--- config.mk ---
export PLATFORM = sky130hd
export DESIGN_NAME = cavl_regs
export DESIGN_NICKNAME = d
export VERILOG_FILES = /design/src/rtl/cavl_pkg.sv /design/src/rtl/cavl_regs.sv
export SDC_FILE = /design/constraint.sdc
export NUM_CORES = 1
export LEC_CHECK = 0
export BUFFER_PORTS_ARGS = -buffer_cell sky130_fd_sc_hd__buf_2
export CORE_MARGIN = 10
export CORE_UTILIZATION = 51
export CTS_CLUSTER_DIAMETER = 30
export DETAILED_ROUTE_END_ITERATION = 10
export PLACE_DENSITY = 0.85
export RECOVER_POWER = 50
export SLEW_MARGIN = 40
export SYNTH_ARGS = -nofsm -noshare
export SYNTH_HDL_FRONTEND = slang
export SYNTH_SLANG_ARGS = --single-unit
export TNS_END_PERCENT = 10
--- constraint.sdc ---
create_clock -name clk -period 0.8 [get_ports clk]
set_input_delay 0.12 -clock clk [delete_from_list [all_inputs] [get_ports clk]]
set_output_delay 0.12 -clock clk [all_outputs]
set_load 0.01 [all_outputs]
--- src/rtl/cavl_pkg.sv ---
// ============================================================================
// cavl_pkg
// Shared widths, register indexes, reset values, product term codes and the
// channel payload, configuration and command types of the angle/velocity loop.
// ============================================================================
`default_nettype none

package cavl_pkg;

    localparam int FRACTION_BITS_DEFAULT = 16;
    localparam int DATA_WIDTH_DEFAULT    = 32;

    localparam int IN_W        = 32;
    localparam int GAIN_W      = 32;
    localparam int CHUNK_W     = 32;
    localparam int INTEGRAL_W  = 32;
    localparam int ILIM_W      = 31;
    localparam int OLIM_W      = 15;
    localparam int DRIVE_W     = 16;
    localparam int CFG_INDEX_W = 3;
    localparam int CFG_DATA_W  = 32;
    localparam int TERM_W      = 3;

    localparam logic [CFG_INDEX_W-1:0] REG_ANGLE_KP         = 3'd0;
    localparam logic [CFG_INDEX_W-1:0] REG_ANGLE_KD         = 3'd1;
    localparam logic [CFG_INDEX_W-1:0] REG_VELOCITY_KP      = 3'd2;
    localparam logic [CFG_INDEX_W-1:0] REG_VELOCITY_KI      = 3'd3;
    localparam logic [CFG_INDEX_W-1:0] REG_FEEDFORWARD_GAIN = 3'd4;
    localparam logic [CFG_INDEX_W-1:0] REG_INTEGRAL_LIMIT   = 3'd5;
    localparam logic [CFG_INDEX_W-1:0] REG_OUTPUT_LIMIT     = 3'd6;

    localparam logic [GAIN_W-1:0] ANGLE_KP_RESET         = 32'd1507328;
    localparam logic [GAIN_W-1:0] ANGLE_KD_RESET         = 32'd13107200;
    localparam logic [GAIN_W-1:0] VELOCITY_KP_RESET      = 32'd393216000;
    localparam logic [GAIN_W-1:0] VELOCITY_KI_RESET      = 32'd32768000;
    localparam logic [GAIN_W-1:0] FEEDFORWARD_GAIN_RESET = 32'd91750400;
    localparam logic [ILIM_W-1:0] INTEGRAL_LIMIT_RESET   = 31'd229376;
    localparam logic [OLIM_W-1:0] OUTPUT_LIMIT_RESET     = 15'd25000;

    localparam logic [TERM_W-1:0] TERM_E_KP   = 3'd0;
    localparam logic [TERM_W-1:0] TERM_SUM_KD = 3'd1;
    localparam logic [TERM_W-1:0] TERM_VT_FF  = 3'd2;
    localparam logic [TERM_W-1:0] TERM_VE_VKP = 3'd3;
    localparam logic [TERM_W-1:0] TERM_INT_KI = 3'd4;

    typedef struct packed {
        logic signed [IN_W-1:0] target_angle;
        logic signed [IN_W-1:0] measured_angle;
        logic signed [IN_W-1:0] measured_velocity;
    } cavl_in_t;

    typedef struct packed {
        logic signed [DRIVE_W-1:0] drive_voltage;
    } cavl_out_t;

    typedef struct packed {
        logic [CFG_INDEX_W-1:0] index;
        logic [CFG_DATA_W-1:0]  data;
    } cavl_cfg_wr_t;

    typedef struct packed {
        logic [GAIN_W-1:0] angle_kp;
        logic [GAIN_W-1:0] angle_kd;
        logic [GAIN_W-1:0] velocity_kp;
        logic [GAIN_W-1:0] velocity_ki;
        logic [GAIN_W-1:0] feedforward_gain;
        logic [ILIM_W-1:0] integral_limit;
        logic [OLIM_W-1:0] output_limit;
    } cavl_cfg_t;

    typedef struct packed {
        logic              load;
        logic              diff;
        logic              sum;
        logic              acc_clr;
        logic              mac_en;
        logic [TERM_W-1:0] term;
        logic              shift_outer;
        logic              sat_outer;
        logic              vel_err;
        logic              integ;
        logic              shift_inner;
        logic              drive;
    } cavl_cmd_t;

endpackage

`default_nettype wire

--- src/rtl/cavl_regs.sv ---
// ============================================================================
// cavl_regs
// Configuration register file: gains and limits, written one register per
// transaction; writes to unknown indexes are dropped.
// ============================================================================
`default_nettype none

module cavl_regs (
    input  wire logic                            clk,
    input  wire logic                            rst_n,
    input  wire logic                            wr_valid,
    output logic                                 wr_ready,
    input  wire logic [cavl_pkg::CFG_INDEX_W-1:0] wr_index,
    input  wire logic [cavl_pkg::CFG_DATA_W-1:0]  wr_data,
    output cavl_pkg::cavl_cfg_t                  gains
);
    import cavl_pkg::*;

    cavl_cfg_t cfg_reg;
    cavl_cfg_t cfg_next;

    assign wr_ready = 1'b1;
    assign gains    = cfg_reg;

    always_comb
    begin
        cfg_next = cfg_reg;
        if (wr_valid)
        begin
            unique case (wr_index)
                REG_ANGLE_KP:         cfg_next.angle_kp         = wr_data;
                REG_ANGLE_KD:         cfg_next.angle_kd         = wr_data;
                REG_VELOCITY_KP:      cfg_next.velocity_kp      = wr_data;
                REG_VELOCITY_KI:      cfg_next.velocity_ki      = wr_data;
                REG_FEEDFORWARD_GAIN: cfg_next.feedforward_gain = wr_data;
                REG_INTEGRAL_LIMIT:   cfg_next.integral_limit   = wr_data[ILIM_W-1:0];
                REG_OUTPUT_LIMIT:     cfg_next.output_limit     = wr_data[OLIM_W-1:0];
                default:              cfg_next = cfg_reg;
            endcase
        end
    end

    always_ff @(posedge clk or negedge rst_n)
    begin
        if (!rst_n)
        begin
            cfg_reg.angle_kp         <= ANGLE_KP_RESET;
            cfg_reg.angle_kd         <= ANGLE_KD_RESET;
            cfg_reg.velocity_kp      <= VELOCITY_KP_RESET;
            cfg_reg.velocity_ki      <= VELOCITY_KI_RESET;
            cfg_reg.feedforward_gain <= FEEDFORWARD_GAIN_RESET;
            cfg_reg.integral_limit   <= INTEGRAL_LIMIT_RESET;
            cfg_reg.output_limit     <= OUTPUT_LIMIT_RESET;
        end
        else
        begin
            cfg_reg <= cfg_next;
        end
    end

endmodule

`default_nettype wire

==> key figures <==
Job
  – Max-cap violations: 0

Timing
  – Finish-stage setup viols: 407
  – Peak clock frequency supported by timing: 770 MHz
  – Worst path setup slack after routing: -0.499 ns
  – Final Hold Vio Count: 0
  – Worst Tran Pin Value: 0.555 ns
  – Max Slew Vio Count: 0
  – RSZ-0062 raised after global routing: true
  – Post-route minimum period: 1.30 ns
  – Part of the cycle the worst path needs: 162%
  – Layout Skew: 0 ns
  – Relative slew margins: 63.0%

Floorplanning
  – Row Count: 45
  – Height of the die: 144 um
  – Placeable core region: 0.0151 mm2
  – Die outline width: 144 um
  – Ports: 245
  – Area of the die: 0.0206 mm2
  – Initial core utilization: 51.7%

Yosys
  – Average instance area after synthesis: 17.6 um2
  – Yosys synthesis warning count: 0
  – Sequential area share after synthesis: 66.7%
  – Syn Std Cell Area: 0.00779 mm2
  – Number of distinct library cells after synthesis: 12
  – Net count after synthesis: 482
  – Post-synthesis cell count: 444
  – Area share of the largest cell type after synthesis: 54.9%
  – Main area contributors after synthesis: sky130_fd_sc_hd__dfrtp_1 55%, sky130_fd_sc_hd__mux2_2 27%, sky130_fd_sc_hd__dfstp_2 12%
  – Post-synthesis cell type with the largest combined area: sky130_fd_sc_hd__dfrtp_1
  – Number of storage elements in the synthesis netlist: 206

Cells and area
  – Most common library cell in the layout ignoring fill and taps: sky130_fd_sc_hd__dfrtp_1
  – Flip-flop count of the largest register after layout: 206
  – Final net count: 804
  – Commonest cells after routing, fill and taps aside: 170 x sky130_fd_sc_hd__dfrtp_1, 132 x sky130_fd_sc_hd__mux2_2, 130 x sky130_fd_sc_hd__buf_6, 114 x sky130_fd_sc_hd__buf_2, 63 x sky130_fd_sc_hd__mux2_4
  – Layout Cell Area excl Fill: 0.0122 mm2
  – # diodes: 0
  – Share of final-layout standard cells stronger than drive strength 1: 72.0%
  – Area added between synthesis and finish: 57.0%
  – Filler cell count: 691

Worst setup path
  – Endpoint class of the critical path: output port
  – Highest net fanout along the worst path: 2
  – Critical Path Source Type: flip-flop
  – Worst R2R Path Depth: 3
  – Critical R2R Capture: gains[138]
  – Cell-by-cell trace of the critical path: buf_6
  – Cell family with the largest share of critical-path delay: flip-flops
  – Reg-to-reg setup timing slack: -0.18 ns
  – Critical path start-end classification: flip-flop to output port
  – Data required time of the critical path: 0.68 ns
  – Critical path buffer and inverter count: 1
  – Origin of the critical flop-to-flop path: gains[138]
  – Largest stage delay on the critical path: 0.58 ns
  – Cell with the largest stage delay on the worst path: sky130_fd_sc_hd__dfstp_2
  – Worst EP arrival: 1.18 ns

Global route
  – Total Routing Usage GR: 23.8%
  – Global-route wire length before repair: 37.7 mm
  – Antenna violations before repair: 0
  – Overflow after GRT: 0
  – Largest net degree at the start of global routing: 34
  – Via count of the first global-routing pass: 6059

CTS
  – Number of clock buffers inserted by TritonCTS: 38
  – Clock sink count: 206
  – Number of H-tree levels: 2
  – Longest Clk Path Bufs: 3
  – TritonCTS clock tree: built
  – Library cell used as clock root buffer: sky130_fd_sc_hd__clkbuf_16
  – Clock transition at path regs: 0.05 ns
  – Later-pin clock latency in the skew report: 0.49 ns

Routing
  – Total number of vias: 5329
  – Routed via count divided by cell count: 5.42
  – Length of the first detailed-routing pass in iterations: 4
  – Routed length per placed instance: 26.4 um
  – Routed WL: 26.0 mm
  – Residual DRC count: 0
  – Detailed Route Iter0 Violations: 189
  – Antenna-violating nets left: 0

Placed design
  – Number of buffers added on ports: 243
  – Final weighted congestion in routability-driven placement: 0.796
  – Placement-stage cell area: 0.00955 mm2
  – Dpl ws: -0.699 ns
  – DP Wirelength: 15.4 mm

Outcome
  – Result of the run: complete, but fails checks
  – Violations in the final reports: negative setup slack

Hold path
  – Worst Hold Class: input pin to flip-flop
  – Min-Delay Startpoint: wr_data[0]
  – Hold EP: gains[46]
  – Cell depth of the worst min-delay path: 2

Pwr
  – Cell Pwr Density: 3360 mW/mm2
  – Total power after layout: 41.1 mW
  – Maximum vdd ir drop: 2.89 mV
  – Static leakage: 5.78 nW
==> power breakdown <==
part           leakage, nW  switching (mW)  internal [mW]
clock                0.655            5.28           11.4
sequential            2.42            1.87           13.1
combinational         2.70            3.88           5.62
total                 5.78            11.0           30.1
==> what timing repair did <==
action,CTS,global route
endpoints found under the hold margin,374,0
pin swaps,3,0
setup buffers,4,5
resized for setup,117,62
setup endpoints to repair,395,396
hold buffers,32,0
==> kinds of logic (layout without fill, tap and decap cells) <==
group                  Yosys count  count (layout)  share of synthesized area [%]
buffers and inverters           24             376                           2.39
and+or+nand+nor                  7               7                           1.11
DFF                            206             206                           66.7
muxes                          206             206                           29.8
other                            1               1                         0.0481
==> synth_stat cells (all sizes together) <==
| master | number |
|---|---|
| mux2 | 206 |
| dfrtp | 171 |
| dfstp | 35 |
| buf | 24 |
| nand4b | 3 |
| nor4bb | 3 |
| conb | 1 |
| nor4b | 1 |
==> how the worst max path moves through the flow <==
stage                     start         end  depth (start not counted)
floorplan           wr_index[1]  gains[193]                          4
global placement    wr_index[2]  gains[142]                          4
detailed placement  wr_index[2]  gains[173]                          4
CTS                  gains[192]  gains[192]                          1
global route          gains[99]   gains[99]                          1
finish                gains[99]   gains[99]                          1
==> final cells by class <==
class                   count  area [um2]  share of cell area [%]
flip-flops and latches    206        5200                    42.5
repair buffers            306        2770                    22.6
multi-input cells         214        2690                    22.0
clock buffers              49        1070                    8.71
clock inverters            21         278                    2.27
well taps                 188         235                    1.92
==> routing by layer <==
| metal | part of all wire [%] | vias up | global-route usage (%) |
|---|---|---|---|
| li1 | - | 2234 | - |
| met1 | 37 | 2766 | 26.7 |
| met2 | 51 | 285 | 40.8 |
| met3 | 9.9 | 44 | 9.27 |
| met4 | 2.3 | 0 | 7.42 |
| met5 | 0 | - | 0 |
==> metrics by stage <==
step / setup TNS [ns] / utilization [%] / cells / hold WS [ns]
global route: -100.25 / 81.1 / 984 / 0.0429
floorplan: -71.88 / - / 444 / -0.176
CTS: -84.99 / 78.7 / 979 / 0.0214
finish: -88.51 / 81.1 / 984 / 0.0461
global placement: -116.79 / 63.3 / 873 / 0.0359
detailed placement: -125.06 / 63.3 / 873 / 0.0428
Note: power is estimated with default switching activity, not from simulation.
