$ cat config.mk
export PLATFORM = sky130hd
export DESIGN_NAME = cavl_dp
export DESIGN_NICKNAME = d
export VERILOG_FILES = /design/src/rtl/cavl_pkg.sv /design/src/rtl/cavl_dp.sv
export SDC_FILE = /design/constraint.sdc
export NUM_CORES = 2
export LEC_CHECK = 0
export ABC_CLOCK_PERIOD_IN_PS = 14500
export BUFFER_PORTS_ARGS = -buffer_cell sky130_fd_sc_hd__clkbuf_2
export CORE_MARGIN = 2
export CORE_UTILIZATION = 50
export DETAILED_ROUTE_END_ITERATION = 10
export HOLD_SLACK_MARGIN = 0.03
export PLACE_DENSITY = 0.72
export SYNTH_ARGS = -nofsm -noshare
export SYNTH_HDL_FRONTEND = slang
export SYNTH_SLANG_ARGS = --single-unit
$ cat constraint.sdc
create_clock -name clk -period 14.5 [get_ports clk]
set_input_delay 2.175 -clock clk [delete_from_list [all_inputs] [get_ports clk]]
set_output_delay 2.175 -clock clk [all_outputs]
set_load 0.03 [all_outputs]
$ cat src/rtl/cavl_pkg.sv
// ============================================================================
// cavl_pkg
// Shared widths, register indexes, reset values, product term codes and the
// channel payload, configuration and command types of the angle/velocity loop.
// ============================================================================
`default_nettype none

package cavl_pkg;

    localparam int FRACTION_BITS_DEFAULT = 16;
    localparam int DATA_WIDTH_DEFAULT    = 32;

    localparam int IN_W        = 32;
    localparam int GAIN_W      = 32;
    localparam int CHUNK_W     = 32;
    localparam int INTEGRAL_W  = 32;
    localparam int ILIM_W      = 31;
    localparam int OLIM_W      = 15;
    localparam int DRIVE_W     = 16;
    localparam int CFG_INDEX_W = 3;
    localparam int CFG_DATA_W  = 32;
    localparam int TERM_W      = 3;

    localparam logic [CFG_INDEX_W-1:0] REG_ANGLE_KP         = 3'd0;
    localparam logic [CFG_INDEX_W-1:0] REG_ANGLE_KD         = 3'd1;
    localparam logic [CFG_INDEX_W-1:0] REG_VELOCITY_KP      = 3'd2;
    localparam logic [CFG_INDEX_W-1:0] REG_VELOCITY_KI      = 3'd3;
    localparam logic [CFG_INDEX_W-1:0] REG_FEEDFORWARD_GAIN = 3'd4;
    localparam logic [CFG_INDEX_W-1:0] REG_INTEGRAL_LIMIT   = 3'd5;
    localparam logic [CFG_INDEX_W-1:0] REG_OUTPUT_LIMIT     = 3'd6;

    localparam logic [GAIN_W-1:0] ANGLE_KP_RESET         = 32'd1507328;
    localparam logic [GAIN_W-1:0] ANGLE_KD_RESET         = 32'd13107200;
    localparam logic [GAIN_W-1:0] VELOCITY_KP_RESET      = 32'd393216000;
    localparam logic [GAIN_W-1:0] VELOCITY_KI_RESET      = 32'd32768000;
    localparam logic [GAIN_W-1:0] FEEDFORWARD_GAIN_RESET = 32'd91750400;
    localparam logic [ILIM_W-1:0] INTEGRAL_LIMIT_RESET   = 31'd229376;
    localparam logic [OLIM_W-1:0] OUTPUT_LIMIT_RESET     = 15'd25000;

    localparam logic [TERM_W-1:0] TERM_E_KP   = 3'd0;
    localparam logic [TERM_W-1:0] TERM_SUM_KD = 3'd1;
    localparam logic [TERM_W-1:0] TERM_VT_FF  = 3'd2;
    localparam logic [TERM_W-1:0] TERM_VE_VKP = 3'd3;
    localparam logic [TERM_W-1:0] TERM_INT_KI = 3'd4;

    typedef struct packed {
        logic signed [IN_W-1:0] target_angle;
        logic signed [IN_W-1:0] measured_angle;
        logic signed [IN_W-1:0] measured_velocity;
    } cavl_in_t;

    typedef struct packed {
        logic signed [DRIVE_W-1:0] drive_voltage;
    } cavl_out_t;

    typedef struct packed {
        logic [CFG_INDEX_W-1:0] index;
        logic [CFG_DATA_W-1:0]  data;
    } cavl_cfg_wr_t;

    typedef struct packed {
        logic [GAIN_W-1:0] angle_kp;
        logic [GAIN_W-1:0] angle_kd;
        logic [GAIN_W-1:0] velocity_kp;
        logic [GAIN_W-1:0] velocity_ki;
        logic [GAIN_W-1:0] feedforward_gain;
        logic [ILIM_W-1:0] integral_limit;
        logic [OLIM_W-1:0] output_limit;
    } cavl_cfg_t;

    typedef struct packed {
        logic              load;
        logic              diff;
        logic              sum;
        logic              acc_clr;
        logic              mac_en;
        logic [TERM_W-1:0] term;
        logic              shift_outer;
        logic              sat_outer;
        logic              vel_err;
        logic              integ;
        logic              shift_inner;
        logic              drive;
    } cavl_cmd_t;

endpackage

`default_nettype wire

$ cat src/rtl/cavl_dp.sv
// ============================================================================
// cavl_dp
// Datapath: error registers, chunked signed-by-unsigned multiply-accumulate,
// truncating shifts, saturation, integral clamp and drive clamp.
// ============================================================================
`default_nettype none

module cavl_dp #(
    parameter int FRACTION_BITS = cavl_pkg::FRACTION_BITS_DEFAULT,
    parameter int DATA_WIDTH    = cavl_pkg::DATA_WIDTH_DEFAULT
) (
    input  wire logic                               clk,
    input  wire logic                               rst_n,
    input  wire cavl_pkg::cavl_cmd_t                cmd,
    input  wire cavl_pkg::cavl_cfg_t                gains,
    input  wire logic signed [cavl_pkg::IN_W-1:0]   target_angle,
    input  wire logic signed [cavl_pkg::IN_W-1:0]   measured_angle,
    input  wire logic signed [cavl_pkg::IN_W-1:0]   measured_velocity,
    output logic                                    chunk_last,
    output logic signed [cavl_pkg::DRIVE_W-1:0]     drive_voltage
);
    import cavl_pkg::*;

    localparam int FB     = FRACTION_BITS;
    localparam int DW     = DATA_WIDTH;
    localparam int CH     = CHUNK_W;
    localparam int DIF_W  = ((DW > IN_W + 1) ? DW : IN_W + 1) + 1;
    localparam int D_W    = DW + 1;
    localparam int SUM_W  = DW + 2;
    localparam int VX_W   = (DW > IN_W) ? DW : IN_W;
    localparam int VE_W   = VX_W + 1;
    localparam int IS_W   = VE_W + 1;
    localparam int OP_W   = (SUM_W > VE_W) ? SUM_W : VE_W;
    localparam int NCH    = (OP_W + CH - 1) / CH;
    localparam int PAD_W  = NCH * CH;
    localparam int K_W    = (NCH > 1) ? $clog2(NCH) : 1;
    localparam int PROD_W = CH + GAIN_W + 2;
    localparam int ACC_W  = OP_W + GAIN_W + 2;
    localparam int T1_W   = ACC_W - FB;

    localparam logic signed [DIF_W-1:0] E_MAX =
        {{(DIF_W - DW + 1){1'b0}}, {(DW - 1){1'b1}}};
    localparam logic signed [DIF_W-1:0] E_MIN = ~E_MAX;
    localparam logic signed [T1_W-1:0] VT_MAX =
        {{(T1_W - DW + 1){1'b0}}, {(DW - 1){1'b1}}};
    localparam logic signed [T1_W-1:0] VT_MIN = ~VT_MAX;
    localparam logic [ACC_W-1:0] MASK_OUTER = {{(ACC_W - FB){1'b0}}, {FB{1'b1}}};
    localparam logic [ACC_W-1:0] MASK_INNER =
        {{(ACC_W - 2 * FB){1'b0}}, {(2 * FB){1'b1}}};

    logic signed [DW-1:0]         e_reg;
    logic signed [DW-1:0]         prev_e_reg;
    logic signed [D_W-1:0]        d_reg;
    logic signed [D_W-1:0]        prev_d_reg;
    logic signed [SUM_W-1:0]      sum_reg;
    logic signed [IN_W-1:0]       mv_reg;
    logic signed [DW-1:0]         vt_reg;
    logic signed [VE_W-1:0]       ve_reg;
    logic signed [INTEGRAL_W-1:0] integ_reg;
    logic signed [ACC_W-1:0]      acc_reg;
    logic signed [PROD_W-1:0]     prod_reg;
    logic [K_W-1:0]               pk_reg;
    logic                         pvalid_reg;
    logic [K_W-1:0]               k_reg;
    logic signed [T1_W-1:0]       tz_reg;
    logic signed [DRIVE_W-1:0]    drive_reg;

    logic signed [DIF_W-1:0]      dif;
    logic signed [DW-1:0]         e_next;
    logic signed [PAD_W-1:0]      op;
    logic [GAIN_W-1:0]            gain;
    logic [CH-1:0]                chunk_bits;
    logic signed [CH:0]           chunk_s;
    logic signed [GAIN_W:0]       gain_s;
    logic signed [PROD_W-1:0]     prod_next;
    logic signed [ACC_W-1:0]      prod_ext;
    logic signed [ACC_W-1:0]      part_shift;
    logic [ACC_W-1:0]             bias;
    logic signed [ACC_W-1:0]      biased;
    logic signed [T1_W-1:0]       tz_next;
    logic signed [DW-1:0]         vt_next;
    logic signed [IS_W-1:0]       isum;
    logic signed [IS_W-1:0]       ilim;
    logic signed [IS_W-1:0]       nlim;
    logic signed [INTEGRAL_W-1:0] integ_next;
    logic signed [T1_W-1:0]       olim;
    logic signed [T1_W-1:0]       nolim;
    logic signed [DRIVE_W-1:0]    drive_next;

    assign chunk_last    = (k_reg == K_W'(NCH - 1));
    assign drive_voltage = drive_reg;

    always_comb
    begin
        dif = DIF_W'(target_angle) - DIF_W'(measured_angle);
        if (dif > E_MAX)
            e_next = E_MAX[DW-1:0];
        else if (dif < E_MIN)
            e_next = E_MIN[DW-1:0];
        else
            e_next = dif[DW-1:0];
    end

    always_comb
    begin
        case (cmd.term)
            TERM_E_KP:
            begin
                op   = PAD_W'(e_reg);
                gain = gains.angle_kp;
            end
            TERM_SUM_KD:
            begin
                op   = PAD_W'(sum_reg);
                gain = gains.angle_kd;
            end
            TERM_VT_FF:
            begin
                op   = PAD_W'(vt_reg);
                gain = gains.feedforward_gain;
            end
            TERM_VE_VKP:
            begin
                op   = PAD_W'(ve_reg);
                gain = gains.velocity_kp;
            end
            TERM_INT_KI:
            begin
                op   = PAD_W'(integ_reg);
                gain = gains.velocity_ki;
            end
            default:
            begin
                op   = '0;
                gain = '0;
            end
        endcase
        chunk_bits = op[k_reg * CH +: CH];
        chunk_s    = chunk_last ? {chunk_bits[CH-1], chunk_bits} : {1'b0, chunk_bits};
        gain_s     = {1'b0, gain};
        prod_next  = chunk_s * gain_s;
    end

    assign prod_ext   = ACC_W'(prod_reg);
    assign part_shift = prod_ext << (CH * pk_reg);

    always_comb
    begin
        bias    = acc_reg[ACC_W-1] ? (cmd.shift_inner ? MASK_INNER : MASK_OUTER) : '0;
        biased  = acc_reg + signed'(bias);
        if (cmd.shift_inner)
            tz_next = T1_W'(signed'(biased[ACC_W-1:2*FB]));
        else
            tz_next = biased[ACC_W-1:FB];
    end

    always_comb
    begin
        if (tz_reg > VT_MAX)
            vt_next = VT_MAX[DW-1:0];
        else if (tz_reg < VT_MIN)
            vt_next = VT_MIN[DW-1:0];
        else
            vt_next = tz_reg[DW-1:0];
    end

    always_comb
    begin
        isum = IS_W'(integ_reg) + IS_W'(ve_reg);
        ilim = signed'(IS_W'(gains.integral_limit));
        nlim = -ilim;
        if (isum > ilim)
            integ_next = ilim[INTEGRAL_W-1:0];
        else if (isum < nlim)
            integ_next = nlim[INTEGRAL_W-1:0];
        else
            integ_next = isum[INTEGRAL_W-1:0];
    end

    always_comb
    begin
        olim  = signed'(T1_W'(gains.output_limit));
        nolim = -olim;
        if (tz_reg > olim)
            drive_next = olim[DRIVE_W-1:0];
        else if (tz_reg < nolim)
            drive_next = nolim[DRIVE_W-1:0];
        else
            drive_next = tz_reg[DRIVE_W-1:0];
    end

    always_ff @(posedge clk or negedge rst_n)
    begin
        if (!rst_n)
        begin
            prev_e_reg <= '0;
            prev_d_reg <= '0;
            integ_reg  <= '0;
            pvalid_reg <= 1'b0;
            k_reg      <= '0;
        end
        else
        begin
            pvalid_reg <= cmd.mac_en;
            if (cmd.mac_en)
                k_reg <= chunk_last ? '0 : k_reg + 1'b1;
            if (cmd.sat_outer)
            begin
                prev_e_reg <= e_reg;
                prev_d_reg <= d_reg;
            end
            if (cmd.integ)
                integ_reg <= integ_next;
        end
    end

    always_ff @(posedge clk)
    begin
        if (cmd.load)
        begin
            e_reg  <= e_next;
            mv_reg <= measured_velocity;
        end
        if (cmd.diff)
            d_reg <= D_W'(e_reg) - D_W'(prev_e_reg);
        if (cmd.sum)
            sum_reg <= SUM_W'(d_reg) + SUM_W'(prev_d_reg);
        if (cmd.mac_en)
        begin
            prod_reg <= prod_next;
            pk_reg   <= k_reg;
        end
        if (cmd.acc_clr)
            acc_reg <= '0;
        else if (pvalid_reg)
            acc_reg <= acc_reg + part_shift;
        if (cmd.shift_outer || cmd.shift_inner)
            tz_reg <= tz_next;
        if (cmd.sat_outer)
            vt_reg <= vt_next;
        if (cmd.vel_err)
            ve_reg <= VE_W'(vt_reg) - VE_W'(mv_reg);
        if (cmd.drive)
            drive_reg <= drive_next;
    end

endmodule

`default_nettype wire
==> flow_summary.rst <==
.. list-table::
   :header-rows: 1

   * - Metric
     - Value
   * - Clock tree from TritonCTS
     - built
   * - Number of flip-flops in the largest register
     - 68
   * - Via count of the first global-routing pass
     - 62449
   * - Number of enable flip-flop cells after synthesis
     - between 300 and 400
   * - Summed instance area of the synthesized netlist
     - 75400 um^2
   * - I/O pins
     - about 340
   * - Final critical-path required period
     - roughly 12 ns
   * - Clock Root Buffer
     - clkbuf_16
   * - Post-CTS Repair Setup Buffers
     - 0
   * - Setup repair after global routing missed its margin
     - false
   * - Worst Setup EP
     - prod_reg[60]$_DFFE_PP_
   * - WL per Instance
     - 23.1 um
   * - Total count of max-transition violations in the final report
     - 0
   * - Yosys cell types
     - 95
   * - Setup slack of the most critical reg-to-reg path
     - roughly 3.9 ns
   * - Most frequent cells after synthesis
     - 1341 x inv_1, 1109 x fa_1, 1016 x nor2_1
   * - CP bufs+invs
     - 6
   * - Largest net degree at the start of global routing
     - 81
   * - Overall global routing resource usage
     - around a third
   * - Portion of the post-synthesis area used by sequential elements
     - ~18%
   * - Highest achievable clock rate
     - a little over 80 MHz
   * - Violation count after the first detailed-routing iteration
     - 5605
   * - Syn_area_per_cell
     - a little over 9 um^2
   * - Number of buffers inserted during clock tree synthesis
     - 59
   * - Final-report setup violation count
     - 0
   * - Origin of the worst setup path
     - cmd[6]
   * - Routed vias
     - approximately 62000
   * - Worst Reg-to-Reg Cells
     - 31
   * - HP Class
     - register to register
   * - Routability-driven placement congestion ratio
     - just under 1
   * - Starting utilization of the core area
     - just over 50%
   * - Library cell contributing the largest single delay on the critical path
     - nor2_2
   * - Classification of the worst setup path
     - input pin to register
   * - I/O Buffers
     - approximately 330
   * - Share of synthesized registers carrying an async set or reset
     - 19.9%
   * - Slew at the pin with the worst max-slew slack
     - roughly 1.3 ns
   * - Number of failing hold endpoints at the final stage
     - 0
   * - Horizontal die dimension
     - just under 400 um
   * - Total gr overflow
     - 0
   * - CTS-repair resized insts
     - 0
   * - Warning count from the yosys run
     - 0
   * - Number of storage elements in the synthesis netlist
     - 498
   * - Capture point of the worst reg-to-reg path
     - prod_reg[60]$_DFFE_PP_
   * - Layout fillers
     - 13440
   * - Routed Wire Length
     - 244 mm
   * - Non-filler cells, final
     - 10552
   * - Dominant cells by area after synthesis
     - fa_1 29%, edfxtp_1 13%, ha_1 9.8%, inv_1 6.7%, nor2_1 5.1%
   * - Net count after synthesis
     - between 10000 and 15000
   * - Residual antenna-violating net count after detailed routing
     - 0
   * - Hold Buf Count CTS
     - 0
   * - Wire length of the first global-routing pass
     - roughly 370 mm
   * - Die outline height
     - a little under 400 um
   * - Data arrival time of the critical path
     - approximately 13 ns
   * - Area fraction of the dominant cell type after synthesis
     - between 20% and 30%
   * - Slew Limit Headroom
     - approximately 13%
   * - Detailed Routing Iterations Pass 1
     - 8
   * - Clock latency reported for the late side of the worst-skew pair
     - around 0.7 ns
   * - Area inside the core boundary
     - between 100000 and 150000 um^2
   * - Number of remaining DRC errors
     - 0
   * - Part of the cycle the worst path needs
     - between 80% and 90%
   * - Stages on the worst setup path
     - 32
   * - Status
     - completed
   * - Final sum of negative setup slack
     - 0 ns
   * - Family with the most delay on the worst path
     - adder cells
   * - Top-count cell post-synth
     - inv_1
   * - Cell count after synthesis
     - roughly 8300
   * - Via/cell ratio
     - slightly below 6
   * - Final Net Count
     - between 10000 and 15000
   * - Placed cell count
     - 10432
   * - CP required
     - 14.86 ns
   * - Share of the core filled with cells
     - between 50 and 60%
   * - Max incr delay on CP
     - between 0.8 and 0.9 ns
   * - Post-layout worst setup margin
     - 2.24 ns
   * - Top FF cell, synth
     - edfxtp_1
   * - Worst flop-to-flop path startpoint
     - e_reg[31]$_SDFFCE_PN0P_
   * - Share of post-route cells with drive strength above 1
     - under 10%
   * - Die area
     - 154000 um^2
   * - Total number of placement rows
     - ~140
   * - Number of clock sinks
     - approximately 500
   * - Type of destination of the critical path
     - register
   * - Clk pin slew, worst setup/hold paths
     - approximately 0.060 ns
   * - Pre-CTS worst setup slack
     - around 1.8 ns
   * - CTS max path bufs
     - 3
   * - Syn-to-layout area delta
     - 7.99%
   * - Dominant cell type by count on the critical path
     - fa_1
   * - Post-DP HPWL
     - approximately 200 mm
   * - Reported max-cap violation count
     - 0
   * - Initial antenna violation count
     - 17
   * - Number of H-tree branching levels
     - 2
   * - Library cell occupying the most area in the post-synthesis netlist
     - fa_1
   * - Worst-path fanout max
     - 37
   * - Critical path launch point type
     - input pin
   * - Post-route clock skew
     - a little over 0.08 ns
## how the worst min path moves through the flow
stage / from / to / slack, ns / cells after the start
2_1_floorplan: e_reg[10]$_SDFFCE_PN1P_ / prev_e_reg[10]$_DFFE_PN0P_ / 0.48 / 2
3_3_place_gp: prev_d_reg[30]$_DFFE_PN0P_ / prev_d_reg[30]$_DFFE_PN0P_ / 0.49 / 1
3_5_place_dp: prev_d_reg[15]$_DFFE_PN0P_ / prev_d_reg[15]$_DFFE_PN0P_ / 0.50 / 1
4_1_cts: prev_d_reg[15]$_DFFE_PN0P_ / prev_d_reg[15]$_DFFE_PN0P_ / 0.51 / 1
5_1_grt: prev_d_reg[25]$_DFFE_PN0P_ / prev_d_reg[25]$_DFFE_PN0P_ / 0.53 / 1
6_report: prev_d_reg[15]$_DFFE_PN0P_ / prev_d_reg[15]$_DFFE_PN0P_ / 0.51 / 1
## layout make-up
class	instances	area (um^2)	area share (%)
tap	2016	2520	3.10
antenna	8	20.0	0.0246
sequential	498	13800	16.9
multi-input combinational	6106	55400	68.0
clock buffer	70	1570	1.93
timing repair buffer	471	2710	3.33
clock inverter	42	438	0.538
inverter	1341	5030	6.18
## routing by layer
metal  global-route usage (%)  routed length, um  part of all wire [%]
met3                     6.95              23500                   9.6
met1                     40.1              91600                    38
met4                     16.6              15300                   6.3
met2                     51.2             113000                    46
met5                        0                 98                 0.040
## logic make-up (layout without fill, tap and decap cells)
family	count (synthesis)	after routing	share of synthesized area (%)
xor+xnor	358	358	4.16
compound gates	1381	1381	11.8
other cells	0	8	0
mux	251	251	3.49
simple gates	2384	2384	13.9
buf+inv	1720	1924	8.64
fa+ha+maj	1732	1732	39.7
flops	498	498	18.3
## cell usage in the layout, fill, tap and decap left out, drive strengths merged, types with 16 or more instances in the layout
cell,Yosys,final
nor4,31,31
o21a,64,64
o31ai,16,16
nand2b,75,75
a22oi,54,54
xnor2,247,247
o21ai,275,275
o211ai,18,18
o22a,50,50
clkinv,0,22
and3,40,40
clkbuf,297,397
nand4,88,88
a221oi,16,16
nor2,1016,1016
a21o,221,221
o21bai,37,37
or2,22,22
nor3,88,88
nand3,98,98
nor2b,100,100
fa,1109,1109
o22ai,27,27
maj3,31,31
buf,82,144
and2,36,36
nand2,717,717
xor2,111,111
mux2,91,91
or3,21,21
a21oi,396,396
dfxtp,68,68
mux2i,160,160
edfxtp,331,331
a211oi,32,32
dfrtp,99,99
a31oi,40,40
ha,592,592
inv,1341,1345
## through the flow
step,area (um^2),hold WS [ns]
after CTS,81400,0.514
after floorplan,75400,0.481
after global routing,81500,0.531
final,81500,0.511
after global placement,79400,0.494
after detailed placement,79400,0.501
Power is not shown: default switching activity piles up to over one toggle a cycle in this logic, so the estimate is an artifact.
