==> config.mk <==
export PLATFORM = sky130hd
export DESIGN_NAME = cavl_ctrl
export DESIGN_NICKNAME = d
export VERILOG_FILES = /design/src/rtl/cavl_pkg.sv /design/src/rtl/cavl_ctrl.sv
export SDC_FILE = /design/constraint.sdc
export NUM_CORES = 1
export LEC_CHECK = 0
export BUFFER_PORTS_ARGS = -buffer_cell sky130_fd_sc_hd__buf_2
export CORE_AREA = 2 2 39 41
export DETAILED_ROUTE_END_ITERATION = 10
export DIE_AREA = 0 0 41 43
export GPL_TIMING_DRIVEN = 0
export PLACE_DENSITY = 0.66
export SYNTH_ARGS = -nofsm -noshare
export SYNTH_HDL_FRONTEND = slang
export SYNTH_SLANG_ARGS = --single-unit
==> constraint.sdc <==
create_clock -name clk -period 1.55 [get_ports clk]
set_clock_uncertainty 0.1 [all_clocks]
set_input_delay 0.3875 -clock clk [delete_from_list [all_inputs] [get_ports clk]]
set_output_delay 0.3875 -clock clk [all_outputs]
set_load 0.005 [all_outputs]
==> src/rtl/cavl_pkg.sv <==
// ============================================================================
// cavl_pkg
// Shared widths, register indexes, reset values, product term codes and the
// channel payload, configuration and command types of the angle/velocity loop.
// ============================================================================
`default_nettype none

package cavl_pkg;

    localparam int FRACTION_BITS_DEFAULT = 16;
    localparam int DATA_WIDTH_DEFAULT    = 32;

    localparam int IN_W        = 32;
    localparam int GAIN_W      = 32;
    localparam int CHUNK_W     = 32;
    localparam int INTEGRAL_W  = 32;
    localparam int ILIM_W      = 31;
    localparam int OLIM_W      = 15;
    localparam int DRIVE_W     = 16;
    localparam int CFG_INDEX_W = 3;
    localparam int CFG_DATA_W  = 32;
    localparam int TERM_W      = 3;

    localparam logic [CFG_INDEX_W-1:0] REG_ANGLE_KP         = 3'd0;
    localparam logic [CFG_INDEX_W-1:0] REG_ANGLE_KD         = 3'd1;
    localparam logic [CFG_INDEX_W-1:0] REG_VELOCITY_KP      = 3'd2;
    localparam logic [CFG_INDEX_W-1:0] REG_VELOCITY_KI      = 3'd3;
    localparam logic [CFG_INDEX_W-1:0] REG_FEEDFORWARD_GAIN = 3'd4;
    localparam logic [CFG_INDEX_W-1:0] REG_INTEGRAL_LIMIT   = 3'd5;
    localparam logic [CFG_INDEX_W-1:0] REG_OUTPUT_LIMIT     = 3'd6;

    localparam logic [GAIN_W-1:0] ANGLE_KP_RESET         = 32'd1507328;
    localparam logic [GAIN_W-1:0] ANGLE_KD_RESET         = 32'd13107200;
    localparam logic [GAIN_W-1:0] VELOCITY_KP_RESET      = 32'd393216000;
    localparam logic [GAIN_W-1:0] VELOCITY_KI_RESET      = 32'd32768000;
    localparam logic [GAIN_W-1:0] FEEDFORWARD_GAIN_RESET = 32'd91750400;
    localparam logic [ILIM_W-1:0] INTEGRAL_LIMIT_RESET   = 31'd229376;
    localparam logic [OLIM_W-1:0] OUTPUT_LIMIT_RESET     = 15'd25000;

    localparam logic [TERM_W-1:0] TERM_E_KP   = 3'd0;
    localparam logic [TERM_W-1:0] TERM_SUM_KD = 3'd1;
    localparam logic [TERM_W-1:0] TERM_VT_FF  = 3'd2;
    localparam logic [TERM_W-1:0] TERM_VE_VKP = 3'd3;
    localparam logic [TERM_W-1:0] TERM_INT_KI = 3'd4;

    typedef struct packed {
        logic signed [IN_W-1:0] target_angle;
        logic signed [IN_W-1:0] measured_angle;
        logic signed [IN_W-1:0] measured_velocity;
    } cavl_in_t;

    typedef struct packed {
        logic signed [DRIVE_W-1:0] drive_voltage;
    } cavl_out_t;

    typedef struct packed {
        logic [CFG_INDEX_W-1:0] index;
        logic [CFG_DATA_W-1:0]  data;
    } cavl_cfg_wr_t;

    typedef struct packed {
        logic [GAIN_W-1:0] angle_kp;
        logic [GAIN_W-1:0] angle_kd;
        logic [GAIN_W-1:0] velocity_kp;
        logic [GAIN_W-1:0] velocity_ki;
        logic [GAIN_W-1:0] feedforward_gain;
        logic [ILIM_W-1:0] integral_limit;
        logic [OLIM_W-1:0] output_limit;
    } cavl_cfg_t;

    typedef struct packed {
        logic              load;
        logic              diff;
        logic              sum;
        logic              acc_clr;
        logic              mac_en;
        logic [TERM_W-1:0] term;
        logic              shift_outer;
        logic              sat_outer;
        logic              vel_err;
        logic              integ;
        logic              shift_inner;
        logic              drive;
    } cavl_cmd_t;

endpackage

`default_nettype wire

==> src/rtl/cavl_ctrl.sv <==
// ============================================================================
// cavl_ctrl
// Sequencer for one control tick: error setup, outer multiply-accumulate,
// velocity target and error, integral update, inner multiply-accumulate, drive output.
// ============================================================================
`default_nettype none

module cavl_ctrl (
    input  wire logic       clk,
    input  wire logic       rst_n,
    input  wire logic       in_valid,
    output logic            in_ready,
    output logic            out_valid,
    input  wire logic       out_ready,
    input  wire logic       chunk_last,
    output cavl_pkg::cavl_cmd_t cmd
);
    import cavl_pkg::*;

    localparam logic [3:0] S_IDLE   = 4'd0;
    localparam logic [3:0] S_DIFF   = 4'd1;
    localparam logic [3:0] S_SUM    = 4'd2;
    localparam logic [3:0] S_MAC    = 4'd3;
    localparam logic [3:0] S_DRAIN  = 4'd4;
    localparam logic [3:0] S_SH_OUT = 4'd5;
    localparam logic [3:0] S_SAT    = 4'd6;
    localparam logic [3:0] S_VE     = 4'd7;
    localparam logic [3:0] S_INT    = 4'd8;
    localparam logic [3:0] S_SH_IN  = 4'd9;
    localparam logic [3:0] S_DRIVE  = 4'd10;

    logic [3:0]        state_reg;
    logic [3:0]        state_next;
    logic [TERM_W-1:0] term_reg;
    logic [TERM_W-1:0] term_next;
    logic              out_valid_reg;
    logic              out_valid_next;

    assign in_ready  = (state_reg == S_IDLE);
    assign out_valid = out_valid_reg;

    always_comb
    begin
        state_next     = state_reg;
        term_next      = term_reg;
        out_valid_next = out_valid_reg & ~out_ready;
        cmd            = '0;
        cmd.term       = term_reg;
        unique case (state_reg)
            S_IDLE:
            begin
                if (in_valid)
                begin
                    cmd.load   = 1'b1;
                    state_next = S_DIFF;
                end
            end
            S_DIFF:
            begin
                cmd.diff   = 1'b1;
                state_next = S_SUM;
            end
            S_SUM:
            begin
                cmd.sum     = 1'b1;
                cmd.acc_clr = 1'b1;
                term_next   = TERM_E_KP;
                state_next  = S_MAC;
            end
            S_MAC:
            begin
                cmd.mac_en = 1'b1;
                if (chunk_last)
                begin
                    unique case (term_reg)
                        TERM_E_KP:   term_next  = TERM_SUM_KD;
                        TERM_VT_FF:  term_next  = TERM_VE_VKP;
                        TERM_VE_VKP: term_next  = TERM_INT_KI;
                        default:     state_next = S_DRAIN;
                    endcase
                end
            end
            S_DRAIN:
            begin
                state_next = (term_reg == TERM_SUM_KD) ? S_SH_OUT : S_SH_IN;
            end
            S_SH_OUT:
            begin
                cmd.shift_outer = 1'b1;
                state_next      = S_SAT;
            end
            S_SAT:
            begin
                cmd.sat_outer = 1'b1;
                state_next    = S_VE;
            end
            S_VE:
            begin
                cmd.vel_err = 1'b1;
                state_next  = S_INT;
            end
            S_INT:
            begin
                cmd.integ   = 1'b1;
                cmd.acc_clr = 1'b1;
                term_next   = TERM_VT_FF;
                state_next  = S_MAC;
            end
            S_SH_IN:
            begin
                cmd.shift_inner = 1'b1;
                state_next      = S_DRIVE;
            end
            S_DRIVE:
            begin
                if (!out_valid_reg || out_ready)
                begin
                    cmd.drive      = 1'b1;
                    out_valid_next = 1'b1;
                    state_next     = S_IDLE;
                end
            end
            default:
            begin
                state_next = S_IDLE;
            end
        endcase
    end

    always_ff @(posedge clk or negedge rst_n)
    begin
        if (!rst_n)
        begin
            state_reg     <= S_IDLE;
            term_reg      <= TERM_E_KP;
            out_valid_reg <= 1'b0;
        end
        else
        begin
            state_reg     <= state_next;
            term_reg      <= term_next;
            out_valid_reg <= out_valid_next;
        end
    end

endmodule

`default_nettype wire

==> metrics.md, run 1 <==
| Metric | Value |
|---|---|
| Peak Freq | `541 MHz` |
| Failing checks | `negative setup slack` |
| CTS tree | `done` |
| Initial antenna violation count | `0` |
| Residual DRC | `0` |
| Final Cycle Share | `119%` |
| # Max-Cap Violations | `0` |
| Final Hold Viols | `0` |
| Hold Crit Start | `in_valid` |
| CTS root buf | `clkbuf_4` |
| Synth Warn # | `0` |
| Port Buffer Count | `20` |
| Hold EP | `state_reg[0]` |
| I/O pins | `21` |
| Pleak | `0.510 nW` |
| Vias/cell | `5.48` |
| CP Data Required Time | `1.06 ns` |
| Clk_lat worst skew | `0.26 ns` |
| Synth Instances | `64` |
| Worst IR Drop VDD | `0.00110 V` |
| CTS clk-pin slew, worst paths | `0.05 ns` |
| Vias in the first global route | `665` |
| P&R area growth vs syn | `97.3%` |
| DP Wirelength | `1010 um` |
| Synth top area share | `38.8%` |
| Endpoint class of the critical path | `output pin` |
| Critical path class | `reg2out` |
| Largest area contributor in the netlist | `dfrtp_1` |
| Die ar. | `1760 sq um` |
| Die width | `41 um` |
| Worst min-delay path class | `in2reg` |
| Finish-stage setup viols | `12` |
| Core footprint | `1380 sq um` |
| Starting density of the core | `37.3%` |
| H-tree depth | `1` |
| RePlAce Congestion | `0.868` |
| Post-layout nets | `118` |
| Status | `complete, but fails checks` |
| Tot Pwr | `2.37 mW` |
| Seq/Total Area, Yosys | `38.8%` |
| Critical Path Source Type | `flop` |
| R2r worst-path depth | `4` |
| Via Count | `696` |
| Chip height | `43 um` |
| Final WL | `2180 um` |
| Drt first pass iters | `4` |
| Number of clock sinks | `8` |
| Tmin final | `1.85 ns` |
| Slew @ Worst Pin | `0.431 ns` |
| Sum Neg Setup Slack | `-2.58 ns` |
| # rows | `14` |
| Total gr overflow | `0` |
| Maximum clock insertion buffer count | `2` |
| Final hold slack | `0.372 ns` |
| Antenna viol nets, final | `0` |
| R2R setup slack | `0.03 ns` |
| Synthesis-stage register bit count | `8` |
| RSZ-0062 raised after global routing | `yes` |
| Post-route insts no fill | `127` |
| Max reg flops | `4` |
| Drt wl/cell | `17.2 um` |
| First-pass GRT wire length | `2870 um` |
| WHS Path Cells | `3` |
| Diodes inserted | `0` |
| Reg2reg end | `term_reg[2]` |
| Most frequent cells in the layout | `buf_2 (19), buf_4 (19), dfrtp_1 (6)` |
| Post-synth net total | `69` |
| Post-route setup slack | `-0.299 ns` |
| Worst-path fanout max | `3` |
| R2R Path Start | `state_reg[0]` |
| Worst rel slew slack | `71.0%` |
| Crit path DAT | `1.36 ns` |
| Largest cells by area after synthesis | `dfrtp_1 (39%), nand2b_1 (7.3%), nor2_1 (6.6%)` |
| Drt initial violations | `15` |
| GRT Overall Usage | `24.6%` |
| Synth Area per Inst | `8.05 sq um` |
| Largest net degree at the start of global routing | `9` |
| Layout cells sized above 1 | `64.0%` |
| PD cells | `2330 nW/um^2` |
| CTS buffer count | `3` |
| Final Slew Violations | `0` |
| Mapped cell area | `515 sq um` |
| Count of unique library cells instantiated by Yosys | `27` |
| Cells after DPL | `100` |
[how the worst max path moves through the flow]
| stage | slack [ns] | depth (start not counted) | to | startpoint |
|---|---|---|---|---|
| final | -0.30 | 4 | cmd[10] | state_reg[0] |
| after global routing | -0.34 | 4 | cmd[13] | state_reg[1] |
| after CTS | -0.32 | 4 | cmd[13] | state_reg[3] |
| after detailed placement | -0.23 | 4 | cmd[0] | state_reg[0] |
| after global placement | -0.22 | 4 | cmd[0] | state_reg[0] |
| after floorplan | -0.009 | 3 | cmd[13] | state_reg[3] |
[synth_stat cells]
master	n
xnor2_1	1
o21bai_1	1
a31o_2	1
a21oi_1	4
and2b_1	1
or3_1	1
nor3_1	5
and2_1	1
nand2_1	2
a211oi_1	1
nor3b_1	1
and4_1	1
or4b_1	1
a31oi_1	1
o21ai_0	4
a22o_1	1
o221ai_1	1
nor4_1	1
nand3_1	1
inv_1	3
a221oi_1	2
clkbuf_1	4
nor2b_1	1
dfrtp_1	8
nor2_1	9
nand2b_1	6
a21o_1	1
[power breakdown]
group	leakage [nW]	internal [mW]	switching, mW
logic	0.397	0.975	0.831
clock network	0.0138	0.0886	0.0704
registers	0.0995	0.302	0.0983
[metal layers]
layer  global-route usage [%]  up-vias  wire [um]
met5                        0        -          0
met4                     18.0        0         77
met3                     4.19        9        103
met2                     39.7       36       1140
met1                     26.6      327        859
li1                         -      324          -
[cell type report]
class                      instances  area (sq um)
buffer                             4          60.1
timing repair buffer              44           313
multi-input combinational         49           388
sequential                         8           203
inverter                           3          11.3
fill                              99           367
tap                               16          20.0
clock buffer                       3          22.5
[stage by stage]
step	instance area (sq um)	utilization (%)	worst slack [ns]
after floorplan	533	-	-0.00902
after global placement	653	47.2	-0.221
after detailed placement	653	47.2	-0.230
after CTS	913	66.0	-0.318
after global routing	1020	73.5	-0.343
final	1020	73.5	-0.299
[worst max-delay path: stages, from the launching register on]
cell,delay [ns]
dfrtp_2,0.43
buf_4,0.15
or3_4,0.37
inv_2,0.07
buf_6,0.09
[cells by family (layout without fill, tap and decap cells)]
family                    Yosys count  in the layout  share of synthesized area [%]
xor gates and xnor gates            1              1                           1.70
buffers and inverters               7             54                           5.10
DFF                                 8              8                           38.8
and+or+nand+nor                    31             31                           32.5
AOI/OAI and AO/OA                  17             17                           21.8
[repair_timing]
item                                   in CTS  in global routing
hold buffers                                1                  0
setup endpoints to repair                  13                 13
resized for setup                          25                 15
buffers inserted                           15                  9
endpoints found under the hold margin       8                  0
pin swaps                                   5                  5
No activity file was read; power rests on OpenSTA's default activity.
==> run 2: changes to the inputs <==
--- a/config.mk
+++ b/config.mk
@@ -5,12 +5,14 @@
 export SDC_FILE = /design/constraint.sdc
 export NUM_CORES = 1
 export LEC_CHECK = 0
+export ABC_AREA = 1
 export BUFFER_PORTS_ARGS = -buffer_cell sky130_fd_sc_hd__buf_2
-export CORE_AREA = 2 2 39 41
+export CORE_MARGIN = 2
+export CORE_UTILIZATION = 40
 export DETAILED_ROUTE_END_ITERATION = 10
-export DIE_AREA = 0 0 41 43
 export GPL_TIMING_DRIVEN = 0
-export PLACE_DENSITY = 0.66
+export PLACE_DENSITY = 0.65
+export SKIP_LAST_GASP = 1
 export SYNTH_ARGS = -nofsm -noshare
 export SYNTH_HDL_FRONTEND = slang
 export SYNTH_SLANG_ARGS = --single-unit
==> run 2 against run 1 <==
Effect of this change: the run still ends with negative setup slack left; critical path type unchanged; combinational power down 15%; synthesized cell count up 48%; area after synthesis up 28%; register-to-register slack worse by 0.02 ns.
==> metrics.md, run 2 <==
| Metric | Value |
|---|---|
| Antenna viol nets, final | `0 (unchanged)` |
| Final Hold Viols | `0 (unchanged)` |
| Commonest non-fill, non-tap cell in the layout | `buf_2` |
| Largest net degree at the start of global routing | `9 (unchanged)` |
| Comb pwr share | `73.8% (-2.5 points)` |
| Final Slew Violations | `0 (unchanged)` |
| # Max-Cap Violations | `0 (unchanged)` |
| RePlAce Congestion | `0.771 (-11%)` |
| Filler cell count | `139 (+40%)` |
| Core footprint | `1520 sq um (+10%)` |
| Failing checks | `negative setup slack` |
| Vias/cell | `4.71 (-14%)` |
| Worst-path fanout max | `7 (+4)` |
| Post-synth net total | `100 (+45%)` |
| Residual DRC | `0 (unchanged)` |
| CTS root buf | `clkbuf_4` |
| Finish-stage setup viols | `12 (unchanged)` |
| Final Cell Area | `988 sq um (-2.8%)` |
| Initial antenna violation count | `0 (unchanged)` |
| Critical path class | `reg2out` |
| Die width | `44.6 um (+8.8%)` |
| FFs w/ async S/R, synth | `100% (unchanged)` |
| Power share of the sequential group | `19.0% (+2.1 points)` |
| Diodes inserted | `0 (unchanged)` |
| Total gr overflow | `0 (unchanged)` |
| Via Count | `716 (+2.9%)` |
| Synth Area per Inst | `6.94 sq um (-14%)` |
| Drt first pass iters | `4 (unchanged)` |
| DP Wirelength | `1100 um (+9.3%)` |
| Largest cells by area after synthesis | `dfrtp_1 (30%), nand2_1 (10%), nor2_1 (8.5%)` |
| Drt wl/cell | `10.6 um (-38%)` |
| Slew @ Worst Pin | `0.245 ns (-0.186 ns)` |
| Worst rel slew slack | `83.6% (+13 points)` |
| Largest area contributor in the netlist | `dfrtp_1` |
| H-tree depth | `1 (unchanged)` |
| CTS buffer count | `3 (unchanged)` |
| CTS tree | `done` |
| Seq/Total Area, Yosys | `30.4% (-8.5 points)` |
| CP Data Required Time | `1.06 ns (about the same)` |
| Peak Freq | `581 MHz (+7.5%)` |
| I/O pins | `21 (unchanged)` |
| P&R area growth vs syn | `49.9%` |
| Drt initial violations | `17 (+2)` |
| Synth Instances | `95 (+48%)` |
| Die ar. | `1990 sq um (+13%)` |
| Crit path max-delay family | `flip-flops` |
| Starting density of the core | `43.3% (+6.0 points)` |
| CTS clk-pin slew, worst paths | `0.05 ns (about the same)` |
| Most frequent cells in the layout | `buf_2 (18), nand2_1 (16), buf_4 (16)` |
| Vias in the first global route | `619 (-6.9%)` |
| Tot Pwr | `2.07 mW (-13%)` |
| Port Buffer Count | `20 (unchanged)` |
| Sw power | `0.961 mW (-3.9%)` |
| Count of unique library cells instantiated by Yosys | `21 (-22%)` |
| Sw frac | `46.5% (+4.2 points)` |
| Final Cycle Share | `111% (-8.4 points)` |
| Worst IR Drop VDD | `0.00119 V (+7.9%)` |
| Endpoint class of the critical path | `output pin` |
| Mapped cell area | `659 sq um (+28%)` |
| Post-layout nets | `143 (+21%)` |
| First-pass GRT wire length | `2510 um (-13%)` |
| Synthesis-stage register bit count | `8 (unchanged)` |
| Tmin final | `1.72 ns (-0.130 ns)` |
| Layout cells sized above 1 | `55.9% (-8.1 points)` |
| GRT Overall Usage | `16.8% (-7.8 points)` |
| Placed Area | `779 sq um (+19%)` |
| Worst min-delay path class | `in2reg` |
| Clk_lat worst skew | `0.24 ns (-0.02 ns)` |
| Synth top area share | `30.4% (-8.5 points)` |
| Pleak | `0.574 nW (+12%)` |
| Cell at the slowest stage of the critical path | `dfrtp_2` |
| Final WL | `1610 um (-26%)` |
| Clock power share | `7.2% (+0.5 points)` |
| Crit path DAT | `1.23 ns (-0.13 ns)` |
| Number of clock sinks | `8 (unchanged)` |
| Commonest register cell after synthesis | `dfrtp_1` |
| Most frequent cell after synthesis | `nand2_1` |
| Max incr delay on CP | `0.45 ns (+0.02 ns)` |
| WP buf/inv | `4 (+1)` |
| Top cells by count, synth | `nand2_1 (18), nor2_1 (15), inv_1 (12)` |
| EDFF count, synth | `0 (unchanged)` |
| Synth Warn # | `0 (unchanged)` |
| Chip height | `44.6 um (+3.7%)` |
| RSZ-0062 raised after global routing | `yes` |
| PD cells | `2090 nW/um^2 (-10%)` |
| Max reg flops | `4 (unchanged)` |
| CP cell instances | `buf_4 > nand2_4 > clkinv_4 > nand2_4 > clkinv_4 > buf_6` |
| Status | `complete, but fails checks` |
| # rows | `14 (unchanged)` |
| Power Internal | `1.11 mW (-19%)` |
| Maximum clock insertion buffer count | `2 (unchanged)` |
| Critical Path Source Type | `flop` |
| Post-route setup slack | `-0.170 ns (+0.130 ns)` |
run 2: cell count changes in the layout (fill, tap and decap cells not counted), moves of 4 or more:
cell / delta
nand2_1: +14
inv_1: +10
nand2_2: +8
nand3_1: +8
nor2_1: +7
buf_8: -4
inv_2: +4
nand2_4: +4
nand2b_4: -4
run 2: per-layer routing:
metal | GRT usage [%] | share of wire, % | vias up
met2 | 25.5 | 49 | 17
met1 | 22.9 | 47 | 322
met5 | 0 | 0 | -
li1 | - | - | 375
met4 | 8.48 | 0.50 | 0
met3 | 2.45 | 4.2 | 2
run 2: through the flow:
stage	worst slack [ns]	hold slack, ns	std cells	util, %	TNS [ns]
detailed placement	0.0310	0.141	131	51.1	0
global placement	0.0425	0.137	131	51.1	0
CTS	-0.180	0.258	147	60.8	-1.33
floorplan	0.154	-0.00809	95	-	0
finish	-0.170	0.276	152	64.9	-1.50
global route	-0.243	0.297	152	64.9	-2.60
run 2: final cells by class:
| type | instances | area, sq um | share of cell area, % |
|---|---|---|---|
| multi-input cells | 68 | 407 | 41.1 |
| flip-flops and latches | 8 | 204 | 20.6 |
| clock buffers | 3 | 22.5 | 2.28 |
| inverters | 19 | 81.3 | 8.23 |
| repair buffers | 38 | 254 | 25.7 |
| well taps | 16 | 20.0 | 2.03 |
run 2: worst reg2reg max path: stages (launching register included):
cell	delay [ns]
dfrtp_2	0.45
inv_2	0.10
nand2_4	0.07
nor2_4	0.17
nor2_8	0.06
buf_4	0.12
buf_4	0.13
nand2_4	0.07
nand2_2	0.05
nand2_1	0.05
nand2_1	0.05
run 2: timing repair:
| item | 4_1_cts | 5_1_grt |
|---|---|---|
| hold buffers | 1 | 0 |
| buffers inserted | 12 | 5 |
| pin swaps | 8 | 4 |
| hold endpoints to repair | 8 | 0 |
| setup endpoints to repair | 12 | 12 |
| resized for setup | 10 | 6 |
run 2: final timing paths:
check                             start           end  slack, ns  depth (start not counted)
setup / recovery           state_reg[0]        cmd[9]      -0.17                          6
hold / removal                out_ready     out_valid       0.28                          2
setup reg to reg           state_reg[0]   term_reg[1]       0.01                         10
hold reg to reg             term_reg[2]   term_reg[2]       0.43                          2
max in group asynchronous         rst_n  state_reg[2]       0.75                          2
min in group asynchronous         rst_n   term_reg[0]       0.41                          2
run 2: power by group through the flow:
stage,Combinational [mW],Clock (mW),Sequential [mW]
floorplan,0.789,0,0.375
global placement,1.02,0,0.389
detailed placement,1.03,0,0.388
CTS,1.31,0.162,0.399
global route,1.66,0.169,0.401
finish,1.53,0.149,0.392
run 2: cells by family (layout without fill, tap and decap cells):
family                 count (synthesis)  in the layout  share of synthesized area (%)
AND/OR/NAND/NOR                       63             63                           53.5
buffers and inverters                 19             60                           11.8
flip-flops                             8              8                           30.4
AO/OA/AOI/OAI                          5              5                           4.36
==> run 3: changes to the inputs <==
--- a/config.mk
+++ b/config.mk
@@ -8,10 +8,11 @@
 export ABC_AREA = 1
 export BUFFER_PORTS_ARGS = -buffer_cell sky130_fd_sc_hd__buf_2
 export CORE_MARGIN = 2
-export CORE_UTILIZATION = 40
+export CORE_UTILIZATION = 41
+export CTS_BUF_LIST = sky130_fd_sc_hd__clkbuf_8
 export DETAILED_ROUTE_END_ITERATION = 10
 export GPL_TIMING_DRIVEN = 0
-export PLACE_DENSITY = 0.65
+export PLACE_DENSITY = 0.67
 export SKIP_LAST_GASP = 1
 export SYNTH_ARGS = -nofsm -noshare
 export SYNTH_HDL_FRONTEND = slang
==> run 3 against run 2 <==
Effect of this change: the flow still finishes with violations (negative setup slack); global-route usage increased by 4.2 points; fmax rose by 1.2%; combinational power is 8% higher; critical path depth unchanged; worst setup slack gained 0.020 ns; sequential cell count unchanged; count of clock-buffer cells in the layout did not move; total power up 11%; register-to-register slack barely moved; critical endpoint is now cmd[10]; largest cell class unchanged; largest power group unchanged.
==> metrics.md, run 3 (same netlist as run 2, synthesis figures left out) <==
| Metric | Value |
|---|---|
| DP Wirelength | `1100 um (+0.18%)` |
| Tmin final | `1.70 ns (-0.0197 ns)` |
| CTS clk-pin slew, worst paths | `0.04 ns (about the same)` |
| P&R area growth vs syn | `64.5%` |
| R2R Path Start | `state_reg[1]` |
| CTS tree | `done` |
| RSZ-0062 raised after global routing | `yes` |
| Max reg flops | `4 (unchanged)` |
| Port Buffer Count | `20 (unchanged)` |
| R2r worst-path depth | `10 (unchanged)` |
| R2R setup slack | `0.01 ns (about the same)` |
| Reg2reg end | `state_reg[1]` |
| Die ar. | `1940 sq um (-2.2%)` |
| # Max-Cap Violations | `0 (unchanged)` |
| Final Cycle Share | `110% (-1.3 points)` |
| Crit path DAT | `1.21 ns (-0.02 ns)` |
| Final Slew Violations | `0 (unchanged)` |
| Via Count | `736 (+2.8%)` |
| CP cell instances | `buf_6 > nand2_8 > nor2_4 > nor2_8 > inv_2 > buf_2` |
| Final WL | `1690 um (+5.4%)` |
| Worst min-delay path class | `in2reg` |
| Layout cells sized above 1 | `61.7% (+5.8 points)` |
| CTS buffer count | `3 (unchanged)` |
| Residual DRC | `0 (unchanged)` |
| Drt wl/cell | `10.8 um (+2.0%)` |
| I/O pins | `21 (unchanged)` |
| Number of clock sinks | `8 (unchanged)` |
| Final Hold Viols | `0 (unchanged)` |
| Cell at the slowest stage of the critical path | `dfrtp_2` |
| Core footprint | `1510 sq um (-1.1%)` |
| First-pass GRT wire length | `2950 um (+17%)` |
| Die width | `44.1 um (-1.1%)` |
| RePlAce Congestion | `0.799 (+3.6%)` |
| Critical path class | `reg2out` |
| Starting density of the core | `43.8% (+0.50 points)` |
| Worst-path fanout max | `4 (-3)` |
| Largest net degree at the start of global routing | `9 (unchanged)` |
| Vias/cell | `4.69 (-0.48%)` |
| # rows | `14 (unchanged)` |
| Maximum clock insertion buffer count | `2 (unchanged)` |
| Finish-stage setup viols | `12 (unchanged)` |
| Filler cell count | `119 (-14%)` |
| CP Launch Point | `state_reg[1]` |
| PD cells | `2120 nW/um^2 (+1.5%)` |
| Initial antenna violation count | `0 (unchanged)` |
| Worst IR Drop VDD | `0.00120 V (+1.2%)` |
| Total gr overflow | `0 (unchanged)` |
| Clk_lat worst skew | `0.22 ns (-0.02 ns)` |
| Post-layout nets | `148 (+3.5%)` |
| GRT Overall Usage | `21.0% (+4.2 points)` |
| Worst rel slew slack | `84.9% (+1.4 points)` |
| Cells after DPL | `131 (unchanged)` |
| Vias in the first global route | `692 (+12%)` |
| Critical Path Source Type | `flop` |
| Post-layout util | `72.0% (+7.1 points)` |
| Failing checks | `negative setup slack` |
| Drt initial violations | `11 (-6)` |
| Antenna viol nets, final | `0 (unchanged)` |
| WHS Path Cells | `2 (unchanged)` |
| Storage element area | `205 sq um (+0.61%)` |
| CP Data Required Time | `1.06 ns (about the same)` |
| Multi-input logic area | `435 sq um (+7.1%)` |
| Endpoint class of the critical path | `output pin` |
| Drt first pass iters | `3 (-1)` |
| Commonest non-fill, non-tap cell in the layout | `buf_2` |
| CTS root buf | `clkbuf_8` |
| Pleak | `0.609 nW (+6.1%)` |
| Crit path to | `cmd[10]` |
| Post-route setup slack | `-0.150 ns (+0.0197 ns)` |
| Post-route insts no fill | `157 (+3.3%)` |
| Diodes inserted | `0 (unchanged)` |
| Slew @ Worst Pin | `0.225 ns (-0.0203 ns)` |
| Max incr delay on CP | `0.42 ns (-0.03 ns)` |
| Chip height | `44.1 um (-1.1%)` |
| H-tree depth | `1 (unchanged)` |
| Peak Freq | `588 MHz (+1.2%)` |
| Most frequent cells in the layout | `buf_2 (19), buf_4 (18), nand2_1 (15)` |
| Status | `complete, but fails checks` |
## run 3: cell types whose count changed in the layout (fill, tap and decap cells not counted), sizes merged
| cell | change |
|---|---|
| buf | +5 |
## run 3: report_power, final
| part | internal (mW) | switching, mW | leakage, nW |
|---|---|---|---|
| Clock | 0.167 | 0.0695 | 0.0216 |
| Combinational | 0.793 | 0.863 | 0.487 |
| Sequential | 0.293 | 0.117 | 0.100 |
## run 3: worst min-delay path by stage
stage	from	endpoint	slack, ns
after floorplan	rst_n	out_valid	-0.008
after global placement	rst_n	out_valid	0.13
after detailed placement	rst_n	out_valid	0.13
after CTS	out_ready	out_valid	0.28
after global routing	out_ready	out_valid	0.31
final	out_ready	out_valid	0.29
## run 3: worst max-delay path, delay by kind of cell, from the launching register on
kind                   cells  cell delay (ns)
buffers and inverters      3             0.27
flip-flops                 1             0.42
AND/OR/NAND/NOR            3             0.30
## run 3: area by class of cell
class,instances,area share [%]
clock buffer,3,3.81
inverter,19,7.96
tap,16,1.85
multi-input combinational,68,40.1
sequential,8,18.9
timing repair buffer,43,27.3
## run 3: what timing repair did
action                                  in CTS  in global routing
pin swaps                                    8                  5
hold buffers                                 1                  0
hold endpoints to repair                     8                  0
resized for setup                           25                  5
buffers inserted                            22                  3
endpoints found under the setup margin      12                 16
## run 3: per-layer routing
layer	vias up	routed length, um	GRT usage [%]	share of wire, %
met3	4	49	2.45	2.9
met5	-	0	0	0
li1	382	-	-	-
met1	335	787	25.8	46
met4	0	25	13.3	1.5
met2	15	830	34.7	49
## run 3: stage by stage
stage                     setup slack, ns  total power [mW]  setup TNS (ns)  area, sq um  hold WS, ns
after floorplan                     0.154              1.16               0          659     -0.00809
after global placement             0.0338              1.41               0          779        0.134
after detailed placement           0.0318              1.43               0          779        0.135
after CTS                          -0.158              2.22           -1.05         1070        0.280
after global routing               -0.188              2.48           -1.80         1080        0.310
final                              -0.150              2.30           -1.06         1080        0.291
